===== src/rtl/core/wwva_pkg.sv =====
`timescale 1ns / 1ps
// ----------------------------------------------------------------------------
// wwva_pkg
// Shared types, constants and the arctangent table of the wind window core.
// ----------------------------------------------------------------------------
package wwva_pkg;

  // window store and cordic length
  localparam int WINDOW_DEPTH = 200;
  localparam int CORDIC_STEPS = 16;
  localparam int ATAN_IDX_W   = 5;

  // derived widths
  localparam int ADDR_W    = $clog2(WINDOW_DEPTH);
  localparam int CNT_W     = $clog2(WINDOW_DEPTH + 1);
  localparam int STEP_W    = $clog2(CORDIC_STEPS);
  localparam int SUM_W     = 16 + CNT_W;
  localparam int DIV_CNT_W = $clog2(SUM_W);
  localparam int TRIG_W    = 18;
  localparam int PROD_W    = 17 + TRIG_W;
  localparam int ACC_W     = 42;
  localparam int SC_W      = 34;
  localparam int Z_W       = 26;
  localparam int V_W       = 46;

  // angles in degrees with 16 fraction bits
  localparam logic signed [Z_W-1:0] DEG90  = 26'sd5898240;
  localparam logic signed [Z_W-1:0] DEG180 = 26'sd11796480;
  localparam logic signed [Z_W-1:0] DEG360 = 26'sd23592960;

  localparam logic [15:0]            DIR_FULL    = 16'd46080;
  localparam logic signed [SC_W-1:0] CORDIC_UNIT = 34'sd652032874;
  localparam logic signed [V_W-1:0]  NORM_LIMIT  = 46'sh100_0000_0000;
  localparam logic [7:0]             WLEN_RESET  = 8'd200;

  typedef struct packed {
    logic [15:0] wind_speed;
    logic [15:0] wind_direction;
  } in_t;

  typedef struct packed {
    logic [15:0] mean_speed;
    logic [15:0] peak_speed;
    logic [15:0] mean_direction;
    logic [7:0]  sample_count;
  } out_t;

  // one window entry: speed with its precomputed cosine and sine
  typedef struct packed {
    logic [15:0]              speed;
    logic signed [TRIG_W-1:0] cos_v;
    logic signed [TRIG_W-1:0] sin_v;
  } ring_entry_t;

  typedef enum logic [2:0] {
    ST_IDLE,
    ST_TRIG,
    ST_STORE,
    ST_WALK,
    ST_DRAIN,
    ST_FINISH,
    ST_WAIT,
    ST_OUT
  } core_state_t;

  typedef enum logic [1:0] {
    VA_IDLE,
    VA_NORM,
    VA_ROTATE,
    VA_FINISH
  } vang_state_t;

  // atan(2^-i) in degrees, 16 fraction bits, rounded
  function automatic logic signed [Z_W-1:0] atan_q16(input logic [ATAN_IDX_W-1:0] idx);
    logic signed [Z_W-1:0] r;
    case (idx)
      5'd0:    r = 26'sd2949120;
      5'd1:    r = 26'sd1740967;
      5'd2:    r = 26'sd919879;
      5'd3:    r = 26'sd466945;
      5'd4:    r = 26'sd234379;
      5'd5:    r = 26'sd117304;
      5'd6:    r = 26'sd58666;
      5'd7:    r = 26'sd29335;
      5'd8:    r = 26'sd14668;
      5'd9:    r = 26'sd7334;
      5'd10:   r = 26'sd3667;
      5'd11:   r = 26'sd1833;
      5'd12:   r = 26'sd917;
      5'd13:   r = 26'sd458;
      5'd14:   r = 26'sd229;
      5'd15:   r = 26'sd115;
      5'd16:   r = 26'sd57;
      5'd17:   r = 26'sd29;
      5'd18:   r = 26'sd14;
      5'd19:   r = 26'sd7;
      5'd20:   r = 26'sd4;
      5'd21:   r = 26'sd2;
      5'd22:   r = 26'sd1;
      default: r = '0;
    endcase
    return r;
  endfunction

endpackage


===== src/rtl/core/wwva_div.sv =====
`timescale 1ns / 1ps
// ----------------------------------------------------------------------------
// wwva_div
// Bit-serial restoring divider: window speed sum over sample count.
// ----------------------------------------------------------------------------
module wwva_div (
  input  logic                           clk,
  input  logic                           rst,
  input  logic                           start,
  input  logic [wwva_pkg::SUM_W-1:0]     dividend,
  input  logic [wwva_pkg::CNT_W-1:0]     divisor,
  output logic                           done,
  output logic [15:0]                    quotient
);
  import wwva_pkg::*;

  logic                 busy;
  logic [DIV_CNT_W-1:0] cnt;
  logic [SUM_W-1:0]     sh;
  logic [CNT_W-1:0]     rem, dvs;
  logic [CNT_W:0]       trial, diff;
  logic                 ge;

  // one quotient bit a cycle
  assign trial = {rem, sh[SUM_W-1]};
  assign ge    = trial >= {1'b0, dvs};
  assign diff  = trial - {1'b0, dvs};

  always_ff @(posedge clk) begin
    if (rst) begin
      busy <= 1'b0;
      done <= 1'b0;
    end else begin
      done <= 1'b0;
      if (start) begin
        busy <= 1'b1;
        cnt  <= '0;
        sh   <= dividend;
        rem  <= '0;
        dvs  <= divisor;
      end else if (busy) begin
        rem <= ge ? CNT_W'(diff) : CNT_W'(trial);
        sh  <= {sh[SUM_W-2:0], ge};
        cnt <= cnt + 1'b1;
        if (cnt == DIV_CNT_W'(SUM_W - 1)) begin
          busy <= 1'b0;
          done <= 1'b1;
        end
      end
    end
  end

  assign quotient = sh[15:0];

endmodule


===== config.mk =====
export PLATFORM = sky130hd
export DESIGN_NAME = wwva_div
export DESIGN_NICKNAME = d
export VERILOG_FILES = /design/src/rtl/core/wwva_pkg.sv /design/src/rtl/core/wwva_div.sv
export SDC_FILE = /design/constraint.sdc
export NUM_CORES = 1
export LEC_CHECK = 0
export BUFFER_PORTS_ARGS = -buffer_cell sky130_fd_sc_hd__buf_2
export CAP_MARGIN = 10
export CORE_MARGIN = 2
export CORE_UTILIZATION = 25
export CTS_BUF_LIST = sky130_fd_sc_hd__clkbuf_8
export DETAILED_ROUTE_END_ITERATION = 16
export SETUP_SLACK_MARGIN = 0.3
export SLEW_MARGIN = 5
export SYNTH_ARGS = -nofsm -noshare
export SYNTH_HDL_FRONTEND = slang
export SYNTH_SLANG_ARGS = --single-unit

===== constraint.sdc =====
create_clock -name clk -period 3.5 [get_ports clk]
set_clock_uncertainty 0.2 [all_clocks]
set_input_delay 0.35 -clock clk [delete_from_list [all_inputs] [get_ports clk]]
set_output_delay 0.35 -clock clk [all_outputs]
set_load 0.01 [all_outputs]

==> results.json <==
{
  "status": "completed",
  "startpoint_type": "flop",
  "path_buf_inv": 0,
  "cts_htree_levels": 2,
  "p_leak_nw": 1.082,
  "slowest_delay_ns": 0.44,
  "rr_worst_depth": 5,
  "clk_pin_slew_worst_paths_ns": 0.09,
  "row_count": 36,
  "rsz0062_at_grt": "no",
  "gp_congestion": 0.7865,
  "slew_headroom": 0.3748,
  "synth_xor_area_frac": 0.01412,
  "num_vias": 1494,
  "final_util": 0.2978,
  "fill_cells": 1014,
  "routed_via_density": 4.220,
  "final_hold_viol_count": 0,
  "antenna_found_initial": 0,
  "ant_nets": 0,
  "firstDrtPassIters": 4,
  "setup_viol": 0,
  "areaGrowthSynthToFinish_pct": 16.24,
  "io_pins": 52,
  "routed_wl_um": 4545,
  "synth_top_cell_area_share": 0.5446,
  "clock-root-buffer": "clkbuf_8",
  "synthAdderAreaFrac": 0.05345,
  "synth_seq_area_share": 0.5608,
  "start_util": 0.2562,
  "dieArea_um2": 10740,
  "num-nets-final": 265,
  "drive_above_1_share": 0.4344,
  "ys_ff_latch": 47,
  "cp.required_ns": 3.36,
  "worstPathArrival_ns": 2.17,
  "min_path_type": "input port to flop",
  "clk_path_buf_depth": 2,
  "fin_crit_ns": 2.314,
  "syn_area_um2": 2481,
  "synth_compound_area_frac": 0.09985,
  "fin_area_um2": 2884,
  "post_dp_cell_area_um2": 2768,
  "core_area_um2": 9684,
  "ys_types": 41,
  "wl_per_cell_um": 12.84,
  "fin_crit_sh": 0.6611,
  "worst_pin_slew_ns": 0.9359,
  "die_y_um": 103.6,
  "yosys.area_share.simple": 0.08573,
  "drt-initial-drc-count": 72,
  "synth-async-reset-ratio": 0,
  "fmax_mhz": 432.2,
  "ir_drop_mv": 0.1954,
  "critPathKind": "flop to flop",
  "grt_pass1_wl_um": 7596,
  "diodes": 0,
  "syn_nets": 225,
  "end_kind": "flop",
  "cts_hold_buffers": 0,
  "syn_area_per_cell_um2": 13.78,
  "slew_violations": 0,
  "cts-resized-gates": 0,
  "port_buffers": 51,
  "critical-path-top-delay-family": "compound AO/OA/AOI/OAI gates",
  "fp.dieW_um": 103.6,
  "cp.depth": 5,
  "cp_max_fo": 8,
  "numCtsBuffers": 5,
  "post-place-cells": 346,
  "synthMuxAreaShare": 0.1089,
  "track_usage": 0.08732,
  "path_cells": "ha_1 > a21o_1 > a211oi_4 > nand2_2 > mux2_2",
  "hold_path_depth": 1,
  "hpwl_um": 3280,
  "maxCapViolations": 0,
  "fin_cells": 354,
  "synth_edf_count": 45,
  "synth_cells": 180,
  "synth_top_area_cell": "edfxtp_1",
  "synth.top_cells.by_count": "edfxtp_1 (45), mux2_2 (24), buf_4 (16)",
  "fin_tns_setup_ns": 0,
  "cts.sinks": 47,
  "ys.flop_type": "edfxtp_1",
  "cts_tree": "done",
  "clkLatencyLatePin_ns": 0.30,
  "powerDensity_nw_per_um2": 462.0,
  "drc_errors": 0,
  "cts_setup_buffers": 0,
  "synth_most_common_cell": "edfxtp_1",
  "critical_path.slowest_cell": "a211oi_4",
  "grt_overflow": 0,
  "yosysWarningCount": 0,
  "grt_pass1_vias": 1546,
  "grt_max_degree": 39,
  "synth_top_family_by_area": "multiplexers",
  "synthTopCellsByArea": "edfxtp_1 (54%), mux2_2 (11%), buf_4 (4.8%)"
}
## path summary, 6_finish.rpt
kind,from,end,slack (ns)
min reg2reg,busy,done,0.30
max,rem[5],sh[0],1.19
min,divisor[1],dvs[1],0.02
max reg2reg,rem[5],sh[0],1.19
## per-stage QoR
| stage | worst slack, ns | power [W] | hold WS (ns) |
|---|---|---|---|
| final | 1.186 | 0.001332 | 0.02174 |
| after global routing | 1.111 | 0.001400 | 0.01327 |
| after CTS | 1.178 | 0.001351 | 0.01168 |
| after detailed placement | 1.184 | 0.0009343 | 0.2979 |
| after global placement | 1.244 | 0.0009300 | 0.2995 |
| after floorplan | 0.7429 | 0.0008833 | 0.2293 |
## placed cells by master (no fill, tap or decap), types with 3 or more instances in the layout
cell and n:
ha_1 9, o21a_1 3, nor2_1 7, clkbuf_8 5, mux2_2 24, o21ai_0 5
inv_1 9, a21oi_1 7, nor3_1 3, nand3_1 8, nor2b_1 4, edfxtp_1 45
buf_2 51
## final cells by class
cell class	instances	area, µm²	share of cell area
clock buffer	5	68.82	0.02386
clock inverter	3	47.55	0.01649
multi-input combinational	104	905.9	0.3141
tap	133	166.4	0.05770
sequential	47	1391	0.4824
timing repair buffer	53	270.3	0.09371
inverter	9	33.78	0.01171
## kinds of logic after synthesis
| group | after synthesis |
|---|---|
| xor gates and xnor gates | 4 |
| and+or+nand+nor | 35 |
| AOI/OAI and AO/OA | 31 |
| DFF | 47 |
| adders and majority gates | 10 |
| buffers and inverters | 29 |
| muxes | 24 |
## per-layer routing
layer	vias up	global-route usage	share of wire
met5	-	0	0
li1	737	-	-
met4	0	0.02606	0.013
met2	39	0.1457	0.49
met3	7	0.01888	0.044
met1	711	0.1139	0.45
## where the power goes
group          leakage (nW)  switching (W)  internal [W]
Combinational         0.576       0.000123      0.000109
Clock                0.0587       0.000196      0.000217
Sequential            0.447      0.0000196      0.000668
## flip-flops by register name, summed over array words and instances, names as in the netlist
signal  flops
dvs         8
busy        1
cnt         5
done        1
rem         8
sh         24
Note: power is estimated with default switching activity, not from simulation.
