### config.mk
export PLATFORM = sky130hd
export DESIGN_NAME = wwva_sincos
export DESIGN_NICKNAME = d
export VERILOG_FILES = /design/src/rtl/core/wwva_pkg.sv /design/src/rtl/core/wwva_sincos.sv
export SDC_FILE = /design/constraint.sdc
export NUM_CORES = 1
export LEC_CHECK = 0
export BUFFER_PORTS_ARGS = -buffer_cell sky130_fd_sc_hd__buf_2
export CORE_MARGIN = 2
export CORE_UTILIZATION = 30
export CTS_BUF_LIST = sky130_fd_sc_hd__clkbuf_4 sky130_fd_sc_hd__clkbuf_8
export CTS_CLUSTER_SIZE = 40
export DETAILED_ROUTE_END_ITERATION = 7
export GPL_TIMING_DRIVEN = 1
export SETUP_SLACK_MARGIN = 0.02
export SLEW_MARGIN = 20
export SYNTH_ARGS = -nofsm -noshare
export SYNTH_HDL_FRONTEND = slang
export SYNTH_SLANG_ARGS = --single-unit
### constraint.sdc
create_clock -name clk -period 12.96 [get_ports clk]
set_input_delay 0 -clock clk [delete_from_list [all_inputs] [get_ports clk]]
set_output_delay 0 -clock clk [all_outputs]
set_load 0.01 [all_outputs]
### src/rtl/core/wwva_pkg.sv
`timescale 1ns / 1ps
// ----------------------------------------------------------------------------
// wwva_pkg
// Shared types, constants and the arctangent table of the wind window core.
// ----------------------------------------------------------------------------
package wwva_pkg;

  // window store and cordic length
  localparam int WINDOW_DEPTH = 200;
  localparam int CORDIC_STEPS = 16;
  localparam int ATAN_IDX_W   = 5;

  // derived widths
  localparam int ADDR_W    = $clog2(WINDOW_DEPTH);
  localparam int CNT_W     = $clog2(WINDOW_DEPTH + 1);
  localparam int STEP_W    = $clog2(CORDIC_STEPS);
  localparam int SUM_W     = 16 + CNT_W;
  localparam int DIV_CNT_W = $clog2(SUM_W);
  localparam int TRIG_W    = 18;
  localparam int PROD_W    = 17 + TRIG_W;
  localparam int ACC_W     = 42;
  localparam int SC_W      = 34;
  localparam int Z_W       = 26;
  localparam int V_W       = 46;

  // angles in degrees with 16 fraction bits
  localparam logic signed [Z_W-1:0] DEG90  = 26'sd5898240;
  localparam logic signed [Z_W-1:0] DEG180 = 26'sd11796480;
  localparam logic signed [Z_W-1:0] DEG360 = 26'sd23592960;

  localparam logic [15:0]            DIR_FULL    = 16'd46080;
  localparam logic signed [SC_W-1:0] CORDIC_UNIT = 34'sd652032874;
  localparam logic signed [V_W-1:0]  NORM_LIMIT  = 46'sh100_0000_0000;
  localparam logic [7:0]             WLEN_RESET  = 8'd200;

  typedef struct packed {
    logic [15:0] wind_speed;
    logic [15:0] wind_direction;
  } in_t;

  typedef struct packed {
    logic [15:0] mean_speed;
    logic [15:0] peak_speed;
    logic [15:0] mean_direction;
    logic [7:0]  sample_count;
  } out_t;

  // one window entry: speed with its precomputed cosine and sine
  typedef struct packed {
    logic [15:0]              speed;
    logic signed [TRIG_W-1:0] cos_v;
    logic signed [TRIG_W-1:0] sin_v;
  } ring_entry_t;

  typedef enum logic [2:0] {
    ST_IDLE,
    ST_TRIG,
    ST_STORE,
    ST_WALK,
    ST_DRAIN,
    ST_FINISH,
    ST_WAIT,
    ST_OUT
  } core_state_t;

  typedef enum logic [1:0] {
    VA_IDLE,
    VA_NORM,
    VA_ROTATE,
    VA_FINISH
  } vang_state_t;

  // atan(2^-i) in degrees, 16 fraction bits, rounded
  function automatic logic signed [Z_W-1:0] atan_q16(input logic [ATAN_IDX_W-1:0] idx);
    logic signed [Z_W-1:0] r;
    case (idx)
      5'd0:    r = 26'sd2949120;
      5'd1:    r = 26'sd1740967;
      5'd2:    r = 26'sd919879;
      5'd3:    r = 26'sd466945;
      5'd4:    r = 26'sd234379;
      5'd5:    r = 26'sd117304;
      5'd6:    r = 26'sd58666;
      5'd7:    r = 26'sd29335;
      5'd8:    r = 26'sd14668;
      5'd9:    r = 26'sd7334;
      5'd10:   r = 26'sd3667;
      5'd11:   r = 26'sd1833;
      5'd12:   r = 26'sd917;
      5'd13:   r = 26'sd458;
      5'd14:   r = 26'sd229;
      5'd15:   r = 26'sd115;
      5'd16:   r = 26'sd57;
      5'd17:   r = 26'sd29;
      5'd18:   r = 26'sd14;
      5'd19:   r = 26'sd7;
      5'd20:   r = 26'sd4;
      5'd21:   r = 26'sd2;
      5'd22:   r = 26'sd1;
      default: r = '0;
    endcase
    return r;
  endfunction

endpackage

### src/rtl/core/wwva_sincos.sv
`timescale 1ns / 1ps
// ----------------------------------------------------------------------------
// wwva_sincos
// Iterative rotation cordic: cosine and sine of one direction, one step a cycle.
// ----------------------------------------------------------------------------
module wwva_sincos (
  input  logic                               clk,
  input  logic                               rst,
  input  logic                               start,
  input  logic [15:0]                        dir,
  output logic                               done,
  output logic signed [wwva_pkg::TRIG_W-1:0] cos_v,
  output logic signed [wwva_pkg::TRIG_W-1:0] sin_v
);
  import wwva_pkg::*;

  logic                   busy;
  logic [STEP_W-1:0]      step;
  logic signed [SC_W-1:0] x, y, x_next, y_next;
  logic signed [Z_W-1:0]  z, z_next, z_fold;
  logic                   flip, flip_fold;
  logic signed [TRIG_W-1:0] xs, ys;

  // fold the start angle into -90..90 degrees
  always_comb begin
    logic signed [Z_W-1:0] z_in, z_wrap;
    z_in   = $signed({1'b0, dir, 9'b0});
    z_wrap = (z_in > DEG180) ? z_in - DEG360 : z_in;
    if (z_wrap > DEG90) begin
      z_fold    = z_wrap - DEG180;
      flip_fold = 1'b1;
    end else if (z_wrap < -DEG90) begin
      z_fold    = z_wrap + DEG180;
      flip_fold = 1'b1;
    end else begin
      z_fold    = z_wrap;
      flip_fold = 1'b0;
    end
  end

  // one rotation step
  always_comb begin
    logic signed [SC_W-1:0] dx, dy;
    logic signed [Z_W-1:0]  ang;
    dx  = y >>> step;
    dy  = x >>> step;
    ang = atan_q16(ATAN_IDX_W'(step));
    if (z >= 0) begin
      x_next = x - dx;
      y_next = y + dy;
      z_next = z - ang;
    end else begin
      x_next = x + dx;
      y_next = y - dy;
      z_next = z + ang;
    end
  end

  // step sequencer
  always_ff @(posedge clk) begin
    if (rst) begin
      busy <= 1'b0;
      done <= 1'b0;
    end else begin
      done <= 1'b0;
      if (start) begin
        busy <= 1'b1;
        step <= '0;
        x    <= CORDIC_UNIT;
        y    <= '0;
        z    <= z_fold;
        flip <= flip_fold;
      end else if (busy) begin
        x    <= x_next;
        y    <= y_next;
        z    <= z_next;
        step <= step + 1'b1;
        if (step == STEP_W'(CORDIC_STEPS - 1)) begin
          busy <= 1'b0;
          done <= 1'b1;
        end
      end
    end
  end

  // scale to fifteen fraction bits and undo the fold
  assign xs    = TRIG_W'(x >>> 15);
  assign ys    = TRIG_W'(y >>> 15);
  assign cos_v = flip ? -xs : xs;
  assign sin_v = flip ? -ys : ys;

endmodule

==> results of run 1 <==
[layout make-up]
cell class                 instances  area (µm²)
fill                            5712       36900
multi-input combinational       1680       12300
sequential                       123        3450
tap                              704         881
timing repair buffer              84         520
clock buffer                      24         293
inverter                          65         246
clock inverter                     8         120
[metrics by stage]
step	std cells	cell area, µm²	util (%)
5_1_grt	2688	17800	32.5
6_report	2688	17800	32.5
2_1_floorplan	1991	16600	-
3_3_place_gp	2646	17300	31.6
4_1_cts	2688	17800	32.5
3_5_place_dp	2646	17300	31.6
[worst reg2reg max path, stage by stage (launching register included)]
cell,delay [ns]
edfxtp_1,1.03
buf_4,0.79
mux4_2,0.43
and2_1,0.17
a31o_2,0.20
o21ai_0,0.21
ha_1,0.21
nand2b_1,0.07
or3b_1,0.43
nand2_1,0.11
xor2_1,0.23
ha_1,0.27
o21ai_0,0.13
o21ai_0,0.17
o21ai_0,0.13
or2_2,0.34
o31ai_1,0.77
a211oi_1,0.25
o41ai_1,0.44
xnor2_1,0.16
nor2_1,0.05
[placed cells by master (no fill, tap or decap), types with 23 or more instances in the layout]
cell type,n
o31ai_1,35
nand2_1,193
dfxtp_1,24
mux2i_1,53
xor2_1,88
buf_2,54
ha_1,111
nand2b_1,29
edfxtp_1,99
inv_1,62
mux2_2,23
o21ai_0,117
a21o_1,48
o21ai_1,23
nand3_1,40
or3_1,26
nor2_1,177
a21oi_1,140
mux4_2,59
nor2b_1,24
xnor2_1,100
nor3_1,53
[power by group through the flow]
stage | clock network [W] | logic, W | registers, W
after detailed placement | 0 | 0.00231 | 0.000804
final | 0.000383 | 0.00235 | 0.000808
after floorplan | 0 | 0.00191 | 0.000658
after CTS | 0.000393 | 0.00234 | 0.000798
after global routing | 0.000403 | 0.00262 | 0.000813
after global placement | 0 | 0.00229 | 0.000803
[worst min-delay path by stage]
stage                       from               endpoint  slack [ns]  cells after the start
after floorplan              rst        done$_SDFF_PP0_        0.18                      3
after global placement    dir[6]        z[15]$_DFFE_PP_        0.29                      3
after detailed placement  dir[3]        z[12]$_DFFE_PP_        0.29                      3
after CTS                  start     z[1]$_SDFFCE_PP0P_        0.04                      2
after global routing       start     x[7]$_SDFFCE_PP0P_        0.10                      2
final                      start  step[2]$_SDFFCE_PP0P_        0.08                      2
[cells by family (layout without fill, tap and decap cells)]
family                   after synthesis  in the layout  share of synthesized area [%]
buffers and inverters                188            181                           4.78
adder cells (fa/ha/maj)              114            114                           8.75
XOR/XNOR                             188            188                           9.95
flip-flops                           123            123                           20.9
AND/OR/NAND/NOR                      653            653                           19.0
AO/OA/AOI/OAI                        584            584                           23.5
multiplexers                         141            141                           13.2
[routing by layer]
layer	vias up	GRT usage (%)	part of all wire (%)	routed length (µm)
li1	7390	-	-	-
met1	7379	22.2	44	21600
met3	91	2.98	6.8	3390
met4	2	5.89	2.9	1450
met5	-	0	0.026	13
met2	583	28.6	47	23100
[cell usage after synthesis, drive strengths merged, types with 40 or more instances]
library cell	count
a21o	48
a21oi	141
buf	48
clkbuf	75
edfxtp	99
ha	111
inv	64
mux2i	53
mux4	59
nand2	194
nand3	40
nor2	179
nor3	54
o21ai	140
xnor2	100
xor2	88
==> flow_summary.json, run 1 <==
{
  "rr_endpoint": "y[33]$_SDFFCE_PP0P_",
  "grt_pass1_wl_mm": 79.1,
  "endpoint": "y[33]$_SDFFCE_PP0P_",
  "post-route-period-util_pct": 53.0,
  "cp_common_cell": "o21ai_0",
  "grt.overflow.total": 0,
  "drc": 0,
  "worst_clock_skew_ns": 0.0217,
  "htreeDepth": 4,
  "initial_core_util_pct": 30.2,
  "rsz0062_at_grt": "no",
  "final_nets": 2104,
  "vdd_drop_max_v": 0.0000714,
  "dieArea_mm2": 0.0571,
  "hold_buffers": 10,
  "max_cap_violations": 0,
  "slew_viol_final": 0,
  "crit_buf_inv": 1,
  "critPathArrivalTime_ns": 7.09,
  "post_cts_buffers": 0,
  "ant_nets": 0,
  "crit_chain": "buf_4 -> mux4_2 -> and2_1 -> a31o_2 -> o21ai_0 -> ha_1 -> nand2b_1 -> or3b_1 -> nand2_1 -> xor2_1 -> ha_1 -> o21ai_0 -> o21ai_0 -> o21ai_0 -> or2_2 -> o31ai_1 -> a211oi_1 -> o41ai_1 -> xnor2_1 -> nor2_1",
  "tns_ns": 0,
  "ys_ff_latch": 123,
  "avgSynthCellArea_um2": 8.31,
  "critPathMaxStageDelay_ns": 1.03,
  "clkLatencyLatePin_ns": 0.49,
  "power.total_w": 0.00354,
  "pwr_density_cell_mw_per_mm2": 199,
  "areaGrowthSynthToFinish_pct": 7.69,
  "antenna_cells": 0,
  "gp_congestion": 0.927,
  "cp.depth": 20,
  "worstSetupStartpointType": "register",
  "slew_headroom_pct": 31.6,
  "setup_viol": 0,
  "cts_root_buf": "clkbuf_8",
  "dr_total_vias": 15445,
  "pwr-share-seq_pct": 22.8,
  "core-area_mm2": 0.0548,
  "track_usage_pct": 17.1,
  "synth_top_cell_by_area": "edfxtp_1",
  "async_reset_ff_share_pct": 0,
  "ys_seq_area_share_pct": 20.9,
  "slowest_stage": "edfxtp_1",
  "pre_cts_slack_ns": 6.19,
  "end_kind": "register",
  "critPathLaunch": "step[3]$_SDFFCE_PP0P_",
  "post_cts_resized": 0,
  "post-route-min-period_ns": 6.87,
  "synth-edff-count": 99,
  "clkPwrFrac_pct": 10.8,
  "pin_count": 56,
  "status": "finished clean",
  "post_drt_wl_per_cell_um": 18.4,
  "dpl.hpwl_mm": 36.6,
  "chipHeight_um": 239,
  "layout-drive-gt1-share_pct": 11.8,
  "cts.sinks": 123,
  "p_int_w": 0.00183,
  "regToRegStartpoint": "step[3]$_SDFFCE_PP0P_",
  "regToRegSetupSlack_ns": 6.09,
  "syn_inst": 1991,
  "io_buffers": 55,
  "fp-row-count": 86,
  "combPwrFrac_pct": 66.4,
  "whs_ns": 0.0841,
  "fmax_mhz": 146,
  "crit_family": "compound AO/OA/AOI/OAI gates",
  "dieWidth_um": 239,
  "p_leak_nw": 6.91,
  "fin_ws_ns": 6.09,
  "tightestPinTransition_ns": 1.03,
  "synthTopCellsByArea": "edfxtp_1 (18%), ha_1 (8.4%), mux4_2 (8.0%)",
  "cts_tree": "yes",
  "grt_max_degree": 76,
  "synthDistinctLibCells": 98,
  "hp-class": "in2reg",
  "cp_max_fo": 70,
  "yosysTopAreaCellShare_pct": 18.0,
  "ys.flop_type": "edfxtp_1",
  "antenna_found_initial": 1,
  "p_switching_w": 0.00171,
  "cts_buffers": 17,
  "clk_pin_slew_ns": 0.08,
  "syn_nets": 2124,
  "ff2ff_path_depth": 20,
  "grt_pass1_vias": 14855,
  "synth_area_mm2": 0.0166,
  "worst_ep_required_time_ns": 13.18,
  "worst-setup-path-type": "reg2reg",
  "drt-initial-drc-count": 1196,
  "clockBufferDepth": 2,
  "wl_mm": 49.5,
  "avgViaCountPerCell": 5.75,
  "first_pass_iters": 6,
  "ys_warn_count": 0,
  "p_sw_share_pct": 48.4,
  "finalHoldViolCount": 0
}
Power figures use the tool's default switching activity.
==> run 2, diff against run 1 <==
==> constraint.sdc (replaced) <==
create_clock -name clk -period 6.6 [get_ports clk]
set_input_delay 0 -clock clk [delete_from_list [all_inputs] [get_ports clk]]
set_output_delay 0 -clock clk [all_outputs]
set_load 0.01 [all_outputs]
==> flow_summary.json, run 2 (synthesis gave the netlist of run 1 again) <==
{
  "status": "finished clean",
  "worst-setup-path-type": "reg2reg",
  "critPathArrivalTime_ns": 6.41,
  "hp-class": "in2reg",
  "clk_pin_slew_ns": 0.08,
  "tightestPinTransition_ns": 1.04,
  "p_leak_nw": 7.03,
  "fmax_mhz": 162,
  "initial_core_util_pct": 30.2,
  "crit_chain": "mux4_2 -> a221o_1 -> or3_1 -> nor4_2 -> or2_1 -> and2_1 -> nand2_1 -> o21ai_1 -> xor2_1 -> ha_1 -> a21oi_1 -> nand2_1 -> or3_1 -> o21ai_0 -> a21oi_1 -> nor3_1 -> o21ai_0 -> xnor2_1 -> nor2_1",
  "fp-row-count": 86,
  "whs_ns": 0.148,
  "crit_buf_inv": 0,
  "dr_total_vias": 15719,
  "grt_max_degree": 66,
  "grt.overflow.total": 0,
  "fin_ws_ns": 0.436,
  "drc": 0,
  "rsz0062_at_grt": "no",
  "hold-path-cell-count": 4,
  "final_common_cell": "nand2_1",
  "critPathLaunch": "step[1]$_SDFFCE_PP0P_",
  "pwr_density_cell_mw_per_mm2": 387,
  "core-area_mm2": 0.0548,
  "htreeDepth": 4,
  "regToRegStartpoint": "step[1]$_SDFFCE_PP0P_",
  "cp_max_fo": 12,
  "layoutNonFillerInstCount": 2711,
  "setup_viol": 0,
  "slew_headroom_pct": 30.4,
  "cts_buffers": 17,
  "gp_congestion": 0.920,
  "regToRegSetupSlack_ns": 0.44,
  "rr_endpoint": "x[31]$_SDFFCE_PP0P_",
  "ff2ff_path_depth": 19,
  "tns_ns": 0,
  "pin_count": 56,
  "min_to": "z[18]$_DFFE_PP_",
  "finalHoldViolCount": 0,
  "areaGrowthSynthToFinish_pct": 8.96,
  "vdd_drop_max_v": 0.000190,
  "dieWidth_um": 239,
  "cts.sinks": 123,
  "drt-initial-drc-count": 1505,
  "post_drt_wl_per_cell_um": 18.7,
  "slew_viol_final": 0,
  "antenna_found_initial": 1,
  "io_buffers": 55,
  "placedCellCount": 2663,
  "crit_family": "simple AND/OR/NAND/NOR gates",
  "post-route-min-period_ns": 6.16,
  "cts_root_buf": "clkbuf_8",
  "slowest_stage": "edfxtp_1",
  "worst_clock_skew_ns": 0.0251,
  "end_kind": "register",
  "dieArea_mm2": 0.0571,
  "grt_pass1_vias": 14898,
  "final_cell_mix": "nand2_1 (193), nor2_1 (177), a21oi_1 (139), o21ai_0 (117), ha_1 (111)",
  "clkLatencyLatePin_ns": 0.52,
  "layout-drive-gt1-share_pct": 12.8,
  "max_cap_violations": 0,
  "chipHeight_um": 239,
  "post-route-period-util_pct": 93.4,
  "hp-start": "dir[9]",
  "critPathMaxStageDelay_ns": 0.77,
  "post_cts_resized": 0,
  "clockBufferDepth": 2,
  "final_nets": 2127,
  "track_usage_pct": 17.7,
  "cts_tree": "yes",
  "pre_cts_slack_ns": 0.483,
  "dpl.hpwl_mm": 37.6,
  "worst_ep_required_time_ns": 6.85,
  "first_pass_iters": 6,
  "wl_mm": 50.7,
  "worstSetupStartpointType": "register",
  "antenna_cells": 0,
  "grt_pass1_wl_mm": 80.8,
  "avgViaCountPerCell": 5.80,
  "ant_nets": 0
}
-- run 2: worst max-delay path by stage --
stage                          endpoint  cells past startpoint
floorplan           y[30]$_SDFFCE_PP0P_                     22
global placement    x[31]$_SDFFCE_PP0P_                     20
detailed placement  y[33]$_SDFFCE_PP0P_                     18
CTS                 y[33]$_SDFFCE_PP0P_                     18
global route        x[31]$_SDFFCE_PP0P_                     20
finish              x[31]$_SDFFCE_PP0P_                     19
-- run 2: area by class of cell --
type	count	area, µm²
Sequential cell	123	3450
Fill cell	5675	36700
Clock buffer	21	277
Multi-Input combinational cell	1680	12300
Inverter	65	246
Clock inverter	11	116
Timing Repair Buffer	107	748
Tap cell	704	881
-- run 2: power breakdown --
part	switching, W	internal, W
Sequential	0.000397	0.00115
Combinational	0.00265	0.00206
Clock	0.000359	0.000362
Total	0.00341	0.00357
-- run 2: tightest hold or removal path, stage by stage --
cell and delay [ns]:
buf_2 0.14, inv_1 0.16, xnor2_1 0.10, a21oi_1 0.13
-- run 2: repair_timing --
action,4_1_cts,5_1_grt
endpoints found under the setup margin,0,2
hold buffers,12,0
hold endpoints to repair,20,0
setup buffers,0,4
-- run 2: metal layers --
| layer | GRT usage, % | routed length, µm | share of wire, % | vias up |
|---|---|---|---|---|
| met5 | 0 | 11 | 0.022 | - |
| met4 | 4.94 | 1130 | 2.2 | 2 |
| met3 | 2.67 | 3200 | 6.3 | 79 |
| met2 | 29.0 | 23500 | 46 | 632 |
| met1 | 24.0 | 22900 | 45 | 7559 |
| li1 | - | - | - | 7447 |
-- run 2: stage by stage --
| step | area [µm²] | utilization (%) | power [W] |
|---|---|---|---|
| after detailed placement | 17500 | 31.9 | 0.00616 |
| after floorplan | 16600 | - | 0.00505 |
| after global placement | 17500 | 31.9 | 0.00610 |
| after global routing | 18000 | 32.9 | 0.00757 |
| final | 18000 | 32.9 | 0.00698 |
| after CTS | 18000 | 32.8 | 0.00694 |
